File: src/hdl/shwm_pkg.sv
package shwm_pkg;

  localparam int CFG_INDEX_W = 3;
  localparam int CFG_DATA_W  = 24;

  localparam logic [CFG_INDEX_W-1:0] REG_WINDOW_TICKS  = 3'd0;
  localparam logic [CFG_INDEX_W-1:0] REG_LOSS_LIMIT    = 3'd1;
  localparam logic [CFG_INDEX_W-1:0] REG_JITTER_LIMIT  = 3'd2;
  localparam logic [CFG_INDEX_W-1:0] REG_FRAME_LIMIT   = 3'd3;
  localparam logic [CFG_INDEX_W-1:0] REG_ERROR_LIMIT   = 3'd4;

  localparam logic [15:0] WINDOW_TICKS_RESET = 16'd2000;
  localparam logic [9:0]  LOSS_LIMIT_RESET   = 10'd50;
  localparam logic [23:0] JITTER_LIMIT_RESET = 24'd20000;
  localparam logic [23:0] FRAME_LIMIT_RESET  = 24'd50000;
  localparam logic [15:0] ERROR_LIMIT_RESET  = 16'd10;

  localparam logic [23:0] AVG_MAX = 24'hFFFFFF;

  typedef struct packed {
    logic [15:0] window_ticks;
    logic [9:0]  loss_limit_permille;
    logic [23:0] jitter_limit_us;
    logic [23:0] frame_limit_us;
    logic [15:0] error_limit;
  } cfg_t;

  typedef struct packed {
    logic        packet_seen;
    logic        packet_lost;
    logic [23:0] jitter_us;
    logic        decode_error;
    logic        frame_seen;
    logic [23:0] frame_time_us;
    logic        query;
    logic        tick;
  } item_t;

  typedef struct packed {
    logic [9:0]  loss_permille;
    logic [23:0] avg_jitter_us;
    logic [23:0] avg_frame_us;
    logic [31:0] error_count;
    logic        degraded;
    logic        window_end;
  } res_t;

endpackage

File: src/hdl/stream_health_window_monitor.sv
// Input: one word per cycle while full is low; full rises only while two result snapshots wait
// in the queue, for the divider or for the result word to be popped. Each snapshot runs the
// loss, jitter and frame divisions in order on one shared restoring divider, one quotient bit
// per cycle; the sequencer takes the next snapshot once idle and the result word is popped.
// Reset: synchronous, clears window counts and sums, empties the queue, loads default limits.
module stream_health_window_monitor #(
  parameter int COUNT_WIDTH = 32,
  parameter int SUM_WIDTH   = 56
) (
  input  logic                             clk,
  input  logic                             rst,
  input  logic                             push,
  output logic                             full,
  input  logic                             packet_seen,
  input  logic                             packet_lost,
  input  logic [23:0]                      jitter_us,
  input  logic                             decode_error,
  input  logic                             frame_seen,
  input  logic [23:0]                      frame_time_us,
  input  logic                             query,
  input  logic                             tick,
  output logic                             empty,
  input  logic                             pop,
  output logic [9:0]                       loss_permille,
  output logic [23:0]                      avg_jitter_us,
  output logic [23:0]                      avg_frame_us,
  output logic [31:0]                      error_count,
  output logic                             degraded,
  output logic                             window_end,
  input  logic                             cfg_wr,
  input  logic [shwm_pkg::CFG_INDEX_W-1:0] cfg_index,
  input  logic [shwm_pkg::CFG_DATA_W-1:0]  cfg_data
);

  import shwm_pkg::*;

  localparam int SNAP_W = 4 * COUNT_WIDTH + 2 * SUM_WIDTH + 1;

  cfg_t                   cfg;
  item_t                  item;
  res_t                   res;
  logic                   res_valid;
  logic                   take;

  logic                   f_enq;
  logic [COUNT_WIDTH-1:0] f_total;
  logic [COUNT_WIDTH-1:0] f_lost;
  logic [SUM_WIDTH-1:0]   f_jsum;
  logic [SUM_WIDTH-1:0]   f_fsum;
  logic [COUNT_WIDTH-1:0] f_fcnt;
  logic [COUNT_WIDTH-1:0] f_err;
  logic                   f_wend;

  logic [COUNT_WIDTH-1:0] b_total;
  logic [COUNT_WIDTH-1:0] b_lost;
  logic [SUM_WIDTH-1:0]   b_jsum;
  logic [SUM_WIDTH-1:0]   b_fsum;
  logic [COUNT_WIDTH-1:0] b_fcnt;
  logic [COUNT_WIDTH-1:0] b_err;
  logic                   b_wend;

  logic [SNAP_W-1:0]      snap_in;
  logic [SNAP_W-1:0]      snap_out;
  logic                   q_empty;
  logic                   q_pop;

  always_ff @(posedge clk) begin
    if (rst) begin
      cfg.window_ticks        <= WINDOW_TICKS_RESET;
      cfg.loss_limit_permille <= LOSS_LIMIT_RESET;
      cfg.jitter_limit_us     <= JITTER_LIMIT_RESET;
      cfg.frame_limit_us      <= FRAME_LIMIT_RESET;
      cfg.error_limit         <= ERROR_LIMIT_RESET;
    end else if (cfg_wr) begin
      case (cfg_index)
        REG_WINDOW_TICKS: cfg.window_ticks        <= cfg_data[15:0];
        REG_LOSS_LIMIT:   cfg.loss_limit_permille <= cfg_data[9:0];
        REG_JITTER_LIMIT: cfg.jitter_limit_us     <= cfg_data[23:0];
        REG_FRAME_LIMIT:  cfg.frame_limit_us      <= cfg_data[23:0];
        REG_ERROR_LIMIT:  cfg.error_limit         <= cfg_data[15:0];
        default: begin
        end
      endcase
    end
  end

  assign take = push && !full;

  assign item.packet_seen   = packet_seen;
  assign item.packet_lost   = packet_lost;
  assign item.jitter_us     = jitter_us;
  assign item.decode_error  = decode_error;
  assign item.frame_seen    = frame_seen;
  assign item.frame_time_us = frame_time_us;
  assign item.query         = query;
  assign item.tick          = tick;

  shwm_front #(
    .COUNT_WIDTH (COUNT_WIDTH),
    .SUM_WIDTH   (SUM_WIDTH)
  ) u_front (
    .clk          (clk),
    .rst          (rst),
    .take         (take),
    .item         (item),
    .window_ticks (cfg.window_ticks),
    .enq          (f_enq),
    .snap_total   (f_total),
    .snap_lost    (f_lost),
    .snap_jsum    (f_jsum),
    .snap_fsum    (f_fsum),
    .snap_fcnt    (f_fcnt),
    .snap_err     (f_err),
    .snap_wend    (f_wend)
  );

  assign snap_in = {f_wend, f_err, f_fcnt, f_fsum, f_jsum, f_lost, f_total};
  assign {b_wend, b_err, b_fcnt, b_fsum, b_jsum, b_lost, b_total} = snap_out;

  shwm_queue #(
    .WIDTH (SNAP_W)
  ) u_queue (
    .clk      (clk),
    .rst      (rst),
    .push     (f_enq),
    .data_in  (snap_in),
    .pop      (q_pop),
    .data_out (snap_out),
    .full     (full),
    .empty    (q_empty)
  );

  shwm_back #(
    .COUNT_WIDTH (COUNT_WIDTH),
    .SUM_WIDTH   (SUM_WIDTH)
  ) u_back (
    .clk       (clk),
    .rst       (rst),
    .cfg       (cfg),
    .q_empty   (q_empty),
    .q_pop     (q_pop),
    .q_total   (b_total),
    .q_lost    (b_lost),
    .q_jsum    (b_jsum),
    .q_fsum    (b_fsum),
    .q_fcnt    (b_fcnt),
    .q_err     (b_err),
    .q_wend    (b_wend),
    .res       (res),
    .res_valid (res_valid),
    .res_pop   (pop)
  );

  assign empty         = !res_valid;
  assign loss_permille = res.loss_permille;
  assign avg_jitter_us = res.avg_jitter_us;
  assign avg_frame_us  = res.avg_frame_us;
  assign error_count   = res.error_count;
  assign degraded      = res.degraded;
  assign window_end    = res.window_end;

endmodule

File: src/hdl/shwm_queue.sv
module shwm_queue #(
  parameter int WIDTH = 8
) (
  input  logic             clk,
  input  logic             rst,
  input  logic             push,
  input  logic [WIDTH-1:0] data_in,
  input  logic             pop,
  output logic [WIDTH-1:0] data_out,
  output logic             full,
  output logic             empty
);

  logic [WIDTH-1:0] slot [2];
  logic             wr_ptr;
  logic             rd_ptr;
  logic [1:0]       count;

  assign full     = (count == 2'd2);
  assign empty    = (count == 2'd0);
  assign data_out = slot[rd_ptr];

  always_ff @(posedge clk) begin
    if (push) begin
      slot[wr_ptr] <= data_in;
    end
  end

  always_ff @(posedge clk) begin
    if (rst) begin
      wr_ptr <= 1'b0;
      rd_ptr <= 1'b0;
      count  <= 2'd0;
    end else begin
      if (push) begin
        wr_ptr <= ~wr_ptr;
      end
      if (pop) begin
        rd_ptr <= ~rd_ptr;
      end
      if (push && !pop) begin
        count <= count + 2'd1;
      end else if (pop && !push) begin
        count <= count - 2'd1;
      end
    end
  end

endmodule

File: src/hdl/shwm_front.sv
module shwm_front #(
  parameter int COUNT_WIDTH = 32,
  parameter int SUM_WIDTH   = 56
) (
  input  logic                   clk,
  input  logic                   rst,
  input  logic                   take,
  input  shwm_pkg::item_t        item,
  input  logic [15:0]            window_ticks,
  output logic                   enq,
  output logic [COUNT_WIDTH-1:0] snap_total,
  output logic [COUNT_WIDTH-1:0] snap_lost,
  output logic [SUM_WIDTH-1:0]   snap_jsum,
  output logic [SUM_WIDTH-1:0]   snap_fsum,
  output logic [COUNT_WIDTH-1:0] snap_fcnt,
  output logic [COUNT_WIDTH-1:0] snap_err,
  output logic                   snap_wend
);

  import shwm_pkg::*;

  logic [COUNT_WIDTH-1:0] packet_total;
  logic [COUNT_WIDTH-1:0] packet_lost_total;
  logic [SUM_WIDTH-1:0]   jitter_sum;
  logic [SUM_WIDTH-1:0]   frame_sum;
  logic [COUNT_WIDTH-1:0] frame_count;
  logic [COUNT_WIDTH-1:0] error_total;
  logic [15:0]            tick_count;

  logic [SUM_WIDTH:0]     jsum_add;
  logic [SUM_WIDTH:0]     fsum_add;
  logic [15:0]            win;
  logic [16:0]            tick_inc;
  logic                   wend;

  assign jsum_add = {1'b0, jitter_sum} + (SUM_WIDTH+1)'(item.jitter_us);
  assign fsum_add = {1'b0, frame_sum} + (SUM_WIDTH+1)'(item.frame_time_us);
  assign win      = (window_ticks == 16'd0) ? 16'd1 : window_ticks;
  assign tick_inc = {1'b0, tick_count} + 17'd1;
  assign wend     = item.tick && (tick_inc >= {1'b0, win});

  always_comb begin
    snap_total = packet_total;
    snap_lost  = packet_lost_total;
    snap_jsum  = jitter_sum;
    snap_fsum  = frame_sum;
    snap_fcnt  = frame_count;
    snap_err   = error_total;
    if (item.packet_seen) begin
      if (!(&packet_total)) begin
        snap_total = packet_total + COUNT_WIDTH'(1);
      end
      if (item.packet_lost && !(&packet_lost_total)) begin
        snap_lost = packet_lost_total + COUNT_WIDTH'(1);
      end
      snap_jsum = jsum_add[SUM_WIDTH] ? '1 : jsum_add[SUM_WIDTH-1:0];
    end
    if (item.decode_error && !(&error_total)) begin
      snap_err = error_total + COUNT_WIDTH'(1);
    end
    if (item.frame_seen) begin
      if (!(&frame_count)) begin
        snap_fcnt = frame_count + COUNT_WIDTH'(1);
      end
      snap_fsum = fsum_add[SUM_WIDTH] ? '1 : fsum_add[SUM_WIDTH-1:0];
    end
  end

  assign snap_wend = wend;
  assign enq       = take && (wend || item.query);

  always_ff @(posedge clk) begin
    if (rst) begin
      packet_total      <= '0;
      packet_lost_total <= '0;
      jitter_sum        <= '0;
      frame_sum         <= '0;
      frame_count       <= '0;
      error_total       <= '0;
      tick_count        <= '0;
    end else if (take) begin
      if (wend) begin
        packet_total      <= '0;
        packet_lost_total <= '0;
        jitter_sum        <= '0;
        frame_sum         <= '0;
        frame_count       <= '0;
        error_total       <= '0;
        tick_count        <= '0;
      end else begin
        packet_total      <= snap_total;
        packet_lost_total <= snap_lost;
        jitter_sum        <= snap_jsum;
        frame_sum         <= snap_fsum;
        frame_count       <= snap_fcnt;
        error_total       <= snap_err;
        if (item.tick) begin
          tick_count <= tick_inc[15:0];
        end
      end
    end
  end

endmodule

File: src/hdl/shwm_div.sv
module shwm_div #(
  parameter int NUM_W = 56,
  parameter int DEN_W = 32
) (
  input  logic             clk,
  input  logic             rst,
  input  logic             start,
  input  logic [NUM_W-1:0] num,
  input  logic [DEN_W-1:0] den,
  output logic             busy,
  output logic             done,
  output logic [NUM_W-1:0] quotient,
  output logic             rem_nz
);

  localparam int CNT_W = $clog2(NUM_W + 1);

  logic [NUM_W-1:0] quo;
  logic [DEN_W-1:0] rem;
  logic [DEN_W-1:0] den_r;
  logic             den_zero;
  logic [CNT_W-1:0] cnt;
  logic [DEN_W:0]   shifted;
  logic [DEN_W:0]   trial;
  logic             fits;

  assign shifted  = {rem, quo[NUM_W-1]};
  assign trial    = shifted - {1'b0, den_r};
  assign fits     = (shifted >= {1'b0, den_r});
  assign quotient = den_zero ? '0 : quo;
  assign rem_nz   = (rem != '0);

  always_ff @(posedge clk) begin
    if (start) begin
      quo      <= num;
      rem      <= '0;
      den_r    <= den;
      den_zero <= (den == '0);
    end else if (busy) begin
      quo <= {quo[NUM_W-2:0], fits};
      rem <= fits ? trial[DEN_W-1:0] : shifted[DEN_W-1:0];
    end
  end

  always_ff @(posedge clk) begin
    if (rst) begin
      busy <= 1'b0;
      done <= 1'b0;
      cnt  <= '0;
    end else begin
      done <= 1'b0;
      if (start) begin
        busy <= 1'b1;
        cnt  <= CNT_W'(NUM_W);
      end else if (busy) begin
        cnt <= cnt - CNT_W'(1);
        if (cnt == CNT_W'(1)) begin
          busy <= 1'b0;
          done <= 1'b1;
        end
      end
    end
  end

endmodule

File: src/hdl/shwm_back.sv
module shwm_back #(
  parameter int COUNT_WIDTH = 32,
  parameter int SUM_WIDTH   = 56
) (
  input  logic                   clk,
  input  logic                   rst,
  input  shwm_pkg::cfg_t         cfg,
  input  logic                   q_empty,
  output logic                   q_pop,
  input  logic [COUNT_WIDTH-1:0] q_total,
  input  logic [COUNT_WIDTH-1:0] q_lost,
  input  logic [SUM_WIDTH-1:0]   q_jsum,
  input  logic [SUM_WIDTH-1:0]   q_fsum,
  input  logic [COUNT_WIDTH-1:0] q_fcnt,
  input  logic [COUNT_WIDTH-1:0] q_err,
  input  logic                   q_wend,
  output shwm_pkg::res_t         res,
  output logic                   res_valid,
  input  logic                   res_pop
);

  import shwm_pkg::*;

  localparam int NUM_W = (SUM_WIDTH > COUNT_WIDTH + 10) ? SUM_WIDTH : COUNT_WIDTH + 10;

  localparam logic [1:0] ST_IDLE = 2'd0;
  localparam logic [1:0] ST_LOSS = 2'd1;
  localparam logic [1:0] ST_JIT  = 2'd2;
  localparam logic [1:0] ST_FRM  = 2'd3;

  logic [1:0]             state;
  logic [COUNT_WIDTH-1:0] total;
  logic [SUM_WIDTH-1:0]   jsum;
  logic [SUM_WIDTH-1:0]   fsum;
  logic [COUNT_WIDTH-1:0] fcnt;
  logic [COUNT_WIDTH-1:0] err;
  logic                   wend;
  logic [9:0]             loss_pm;
  logic                   loss_deg;
  logic [23:0]            avg_jit;
  logic                   jit_deg;

  logic                   div_start;
  logic [NUM_W-1:0]       div_num;
  logic [COUNT_WIDTH-1:0] div_den;
  logic                   div_busy;
  logic                   div_done;
  logic [NUM_W-1:0]       div_quo;
  logic                   div_rem_nz;

  logic [NUM_W-1:0]       lost_n;
  logic [NUM_W-1:0]       loss_num;
  logic [23:0]            quo_clamp;
  logic [63:0]            err64;
  logic                   res_load;
  logic                   frm_deg;
  logic                   err_deg;

  assign lost_n    = NUM_W'(q_lost);
  assign loss_num  = (lost_n << 10) - (lost_n << 4) - (lost_n << 3);
  assign quo_clamp = (div_quo[NUM_W-1:24] != '0) ? AVG_MAX : div_quo[23:0];
  assign err64     = 64'(err);
  assign frm_deg   = (div_quo > NUM_W'(cfg.frame_limit_us));
  assign err_deg   = (err64 > 64'(cfg.error_limit));

  assign q_pop    = (state == ST_IDLE) && !q_empty && !res_valid;
  assign res_load = (state == ST_FRM) && div_done;

  always_comb begin
    div_start = 1'b0;
    div_num   = '0;
    div_den   = '0;
    case (state)
      ST_IDLE: begin
        div_start = q_pop;
        div_num   = loss_num;
        div_den   = q_total;
      end
      ST_LOSS: begin
        div_start = div_done;
        div_num   = NUM_W'(jsum);
        div_den   = total;
      end
      ST_JIT: begin
        div_start = div_done;
        div_num   = NUM_W'(fsum);
        div_den   = fcnt;
      end
      default: begin
        div_start = 1'b0;
      end
    endcase
  end

  shwm_div #(
    .NUM_W (NUM_W),
    .DEN_W (COUNT_WIDTH)
  ) u_div (
    .clk      (clk),
    .rst      (rst),
    .start    (div_start),
    .num      (div_num),
    .den      (div_den),
    .busy     (div_busy),
    .done     (div_done),
    .quotient (div_quo),
    .rem_nz   (div_rem_nz)
  );

  always_ff @(posedge clk) begin
    if (q_pop) begin
      total <= q_total;
      jsum  <= q_jsum;
      fsum  <= q_fsum;
      fcnt  <= q_fcnt;
      err   <= q_err;
      wend  <= q_wend;
    end
    if ((state == ST_LOSS) && div_done) begin
      loss_pm  <= div_quo[9:0];
      loss_deg <= (total != '0) &&
                  ((div_quo > NUM_W'(cfg.loss_limit_permille)) ||
                   ((div_quo == NUM_W'(cfg.loss_limit_permille)) && div_rem_nz));
    end
    if ((state == ST_JIT) && div_done) begin
      avg_jit <= quo_clamp;
      jit_deg <= (div_quo > NUM_W'(cfg.jitter_limit_us));
    end
    if (res_load) begin
      res.loss_permille <= loss_pm;
      res.avg_jitter_us <= avg_jit;
      res.avg_frame_us  <= quo_clamp;
      res.error_count   <= (err64[63:32] != '0) ? '1 : err64[31:0];
      res.degraded      <= wend && (loss_deg || jit_deg || frm_deg || err_deg);
      res.window_end    <= wend;
    end
  end

  always_ff @(posedge clk) begin
    if (rst) begin
      state     <= ST_IDLE;
      res_valid <= 1'b0;
    end else begin
      case (state)
        ST_IDLE: begin
          if (q_pop) begin
            state <= ST_LOSS;
          end
        end
        ST_LOSS: begin
          if (div_done) begin
            state <= ST_JIT;
          end
        end
        ST_JIT: begin
          if (div_done) begin
            state <= ST_FRM;
          end
        end
        ST_FRM: begin
          if (div_done) begin
            state <= ST_IDLE;
          end
        end
        default: begin
          state <= ST_IDLE;
        end
      endcase
      if (res_load) begin
        res_valid <= 1'b1;
      end else if (res_pop) begin
        res_valid <= 1'b0;
      end
    end
  end

`ifndef SYNTHESIS
  a_div_idle_on_start: assert property (@(posedge clk) disable iff (rst)
    div_start |-> !div_busy)
    else $error("divider started while busy");

  a_load_into_free: assert property (@(posedge clk) disable iff (rst)
    res_load |-> !res_valid)
    else $error("result loaded over a waiting word");

  a_degraded_at_end: assert property (@(posedge clk) disable iff (rst)
    res_valid |-> (!res.degraded || res.window_end))
    else $error("degraded flag on a query word");

  a_busy_off_idle: assert property (@(posedge clk) disable iff (rst)
    (state == ST_IDLE) |-> !div_busy)
    else $error("divider busy with sequencer idle");
`endif

endmodule
File: config.mk
export PLATFORM = sky130hd
export DESIGN_NAME = stream_health_window_monitor
export DESIGN_NICKNAME = d
export VERILOG_FILES = /design/src/hdl/shwm_pkg.sv /design/src/hdl/stream_health_window_monitor.sv /design/src/hdl/shwm_queue.sv /design/src/hdl/shwm_front.sv /design/src/hdl/shwm_div.sv /design/src/hdl/shwm_back.sv
export SDC_FILE = /design/constraint.sdc
export NUM_CORES = 2
export LEC_CHECK = 0
export BUFFER_PORTS_ARGS = -buffer_cell sky130_fd_sc_hd__clkbuf_2
export CORE_MARGIN = 4
export CORE_UTILIZATION = 57
export CTS_CLUSTER_DIAMETER = 120
export DETAILED_ROUTE_END_ITERATION = 12
export PLACE_DENSITY = 0.77
export SYNTH_ARGS = -nofsm -noshare
export SYNTH_HDL_FRONTEND = slang
export SYNTH_SLANG_ARGS = --single-unit
File: constraint.sdc
create_clock -name clk -period 14.8 [get_ports clk]
set_clock_uncertainty 0.15 [all_clocks]
set_input_delay 2.96 -clock clk [delete_from_list [all_inputs] [get_ports clk]]
set_output_delay 2.96 -clock clk [all_outputs]
set_load 0.01 [all_outputs]
==> flow_metrics.tcl <==
set metrics [dict create \
    grt_use_total_pct 27.4 \
    wl_mm 158 \
    nets 5929 \
    cp.arrival_ns 7.82 \
    syn_avg_cell_area_um2 11.3 \
    pwr-share-clk_pct 25.3 \
    avgViaCountPerCell 6.31 \
    portBuffers 179 \
    final_common_cell "edfxtp_1" \
    share_seq_of_total_power_pct 38.0 \
    wl_per_cell_um 22.2 \
    fin_tns_setup_ns 0 \
    post_cts_buffers 0 \
    numCtsBuffers 131 \
    area_growth_pct 10.5 \
    hold_violations 0 \
    period_share_pct 50.7 \
    cap_violations 0 \
    leakagePower_nw 25.6 \
    coreArea_mm2 0.108 \
    hp-class "reg2reg" \
    globalplace.congestion 0.963 \
    cts-root-buf "clkbuf_16" \
    dp_hpwl_mm 106 \
    yosysSeqAreaShare_pct 56.7 \
    ant_nets 0 \
    grt.overflow.total 0 \
    setup_viol_count_final 0 \
    yosys_register_bits 1302 \
    required_ns 15.11 \
    ys_async_sr_fraction_pct 0 \
    num_antenna_cells 0 \
    cp_slowest_cell "dfxtp_4" \
    synth_cell_type_count 100 \
    grt_pass1_vias 42900 \
    drt-pass1-iter-count 8 \
    maxSlewViolCount 0 \
    cp_max_fo 61 \
    post_cts_resized 0 \
    ys_top_cells_by_area "edfxtp_1 44%, dfxtp_1 13%, ha_1 4.8%" \
    cpPeakStageDelay_ns 0.88 \
    cp-start-kind "flip-flop" \
    vias 44900 \
    crit_path_end "u_back.u_div.quo[38]$_DFFE_PP_" \
    r2r_setup_slack_ns 7.29 \
    yosys.area.top_type "edfxtp_1" \
    worstSetupEndpointType "flip-flop" \
    final_cell_mix "908 x edfxtp_1, 527 x nand2_1, 393 x dfxtp_1, 384 x a21oi_1, 354 x nor2_1" \
    r2r_cells 23 \
    clock_latency_ns 0.75 \
    worst_slew_pin_slew_ns 1.21 \
    synth_top_area_share_pct 44.0 \
    pwr-share-comb_pct 36.7 \
    drt_iter0_markers 4824 \
    grt_start_max_net_pins 160 \
    path_cells "buf_4 -> mux2i_1 -> inv_1 -> ha_1 -> a21o_1 -> a221oi_2 -> o32ai_4 -> a211o_1 -> a21boi_0 -> o21ai_0 -> a21o_1 -> a21oi_1 -> xnor2_1 -> ha_1 -> nand2_1 -> nor3_1 -> nor4_1 -> o211a_1 -> nor4_1 -> nor4_4 -> xor2_1 -> a222oi_1 -> o21ai_0" \
    cts.htree.levels 4 \
    syn-num-nets 5829 \
    cts_sinks 1302 \
    clockBufferDepth 3 \
    ios 180 \
    ys.flop_type "edfxtp_1" \
    rows 120 \
    hold_buffers 0 \
    clk_pin_slew_ns 0.06 \
    rr_endpoint "u_back.u_div.quo[38]$_DFFE_PP_" \
    start_util_pct 57.7 \
    status "finished clean" \
    die-width_um 338 \
    yosysWarningCount 0 \
    path_class "reg2reg" \
    switching_share_pct 36.2 \
    grt_pass1_wl_mm 244 \
    die-height_um 338 \
    drive_above_1_share_pct 12.5 \
    slew_headroom_pct 19.3 \
    p_per_area_mw_per_mm2 193 \
    grt_antenna_before_repair 0 \
    cts_tree "built" \
    ir_drop_mv 0.123 \
    synthCells 5500 \
    syn_area_mm2 0.0620 \
    final_core_util_pct 63.7 \
    fmax_mhz 133 \
    switching_power_mw 4.80 \
    route.detailed.drc 0 \
    p_int_mw 8.45 \
    min_period_ns 7.51 \
    dieArea_mm2 0.114 \
    rsz0062_at_grt "false" \
    synth_edf_count 908 \
]
==> flip-flops by register name, summed over array words and instances, names as in the netlist, 32 cells and up, named ones only <==
signal and cells:
u_back.u_div.rem 32, u_back.res 92, u_back.u_div.den_r 32, u_front.packet_lost_total 32
u_queue.slot 482, u_front.frame_sum 56, u_back.jsum 56, u_front.packet_total 32
u_front.jitter_sum 56, u_front.frame_count 32, u_back.fcnt 32, cfg 90
u_front.error_total 32, u_back.u_div.quo 56, u_back.total 32, u_back.err 32
u_back.fsum 56
==> final cells by class <==
class	instances	area (um^2)
tap	1403	1760
inverter	238	901
timing repair buffer	223	1260
sequential	1302	35200
fill	8091	39000
multi-input combinational	3704	25000
clock buffer	183	3700
clock inverter	55	661
==> power by group through the flow <==
stage          sequential [mW]  combinational, mW  clock [mW]
2_1_floorplan             5.01               3.50           0
3_3_place_gp              5.07               4.67           0
3_5_place_dp              5.09               4.75           0
4_1_cts                   5.02               4.79        3.39
5_1_grt                   5.07               5.28        3.56
6_report                  5.03               4.86        3.36
==> how the worst min path moves through the flow <==
stage | startpoint | end | slack [ns] | cells after the start
4_1_cts | u_back.avg_jit[7]$_DFFE_PP_ | u_back.res[65]$_DFFE_PP_ | 0.27 | 0
3_5_place_dp | u_back.avg_jit[7]$_DFFE_PP_ | u_back.res[65]$_DFFE_PP_ | 0.25 | 0
3_3_place_gp | u_back.avg_jit[11]$_DFFE_PP_ | u_back.res[69]$_DFFE_PP_ | 0.25 | 0
2_1_floorplan | u_back.avg_jit[0]$_DFFE_PP_ | u_back.res[58]$_DFFE_PP_ | 0.25 | 0
5_1_grt | u_back.avg_jit[6]$_DFFE_PP_ | u_back.res[64]$_DFFE_PP_ | 0.27 | 0
6_report | u_back.avg_jit[7]$_DFFE_PP_ | u_back.res[65]$_DFFE_PP_ | 0.27 | 0
==> metrics by stage <==
step	total power [mW]	cells	hold WS, ns	cell area, um^2	setup WS (ns)
finish	13.2	7108	0.265	68500	7.29
global route	13.9	7108	0.273	68500	6.62
CTS	13.2	7108	0.267	68500	7.30
detailed placement	9.84	6870	0.255	64100	7.38
global placement	9.75	6870	0.251	64100	7.52
floorplan	8.51	5500	0.250	62000	3.83
==> layer usage <==
metal / global-route usage, % / up-vias / part of all wire, %
met3: 3.78 / 340 / 8.0
met1: 37.8 / 21800 / 42
li1: - / 20700 / -
met4: 9.57 / 0 / 3.2
met5: 0 / - / 0
met2: 44.9 / 2098 / 47
==> cell usage after synthesis (28+ instances only) <==
cell type and number:
edfxtp_1 908, nand2_1 528, dfxtp_1 394, a21oi_1 384
nor2_1 357, o21ai_0 276, ha_1 240, inv_1 235
mux2_2 216, xnor2_1 205, clkbuf_1 203, nand3_1 131
xor2_1 116, and3_1 91, nor3_1 86, a21o_1 82
a22o_1 76, nand4_1 76, a222oi_1 61, nor4_1 60
a31oi_1 54, and2_1 48, o21a_1 46, nor2b_1 43
a22oi_1 38, o211ai_1 38, mux2i_1 35, nand3b_1 35
nand2b_1 34, and4_1 28, buf_1 28
==> logic make-up (layout without fill, tap and decap cells) <==
family	Yosys count	count (layout)	synth area share [%]
AOI/OAI and AO/OA	1299	1299	13.8
xor gates and xnor gates	323	323	4.59
adders and majority gates	243	243	4.94
buffers and inverters	494	699	3.06
DFF	1302	1302	56.7
muxes	253	253	4.55
and+or+nand+nor	1586	1586	12.3
==> worst max-delay path, delay by kind of cell, from the launching register on <==
family / cells / cell delay [ns]
AND/OR/NAND/NOR: 5 / 1.03
adder cells (fa/ha/maj): 2 / 0.80
multiplexers: 1 / 0.57
flip-flops: 1 / 0.88
AO/OA/AOI/OAI: 11 / 2.44
XOR/XNOR: 2 / 0.26
buffers and inverters: 2 / 1.01
(Power assumes the default switching activity.)
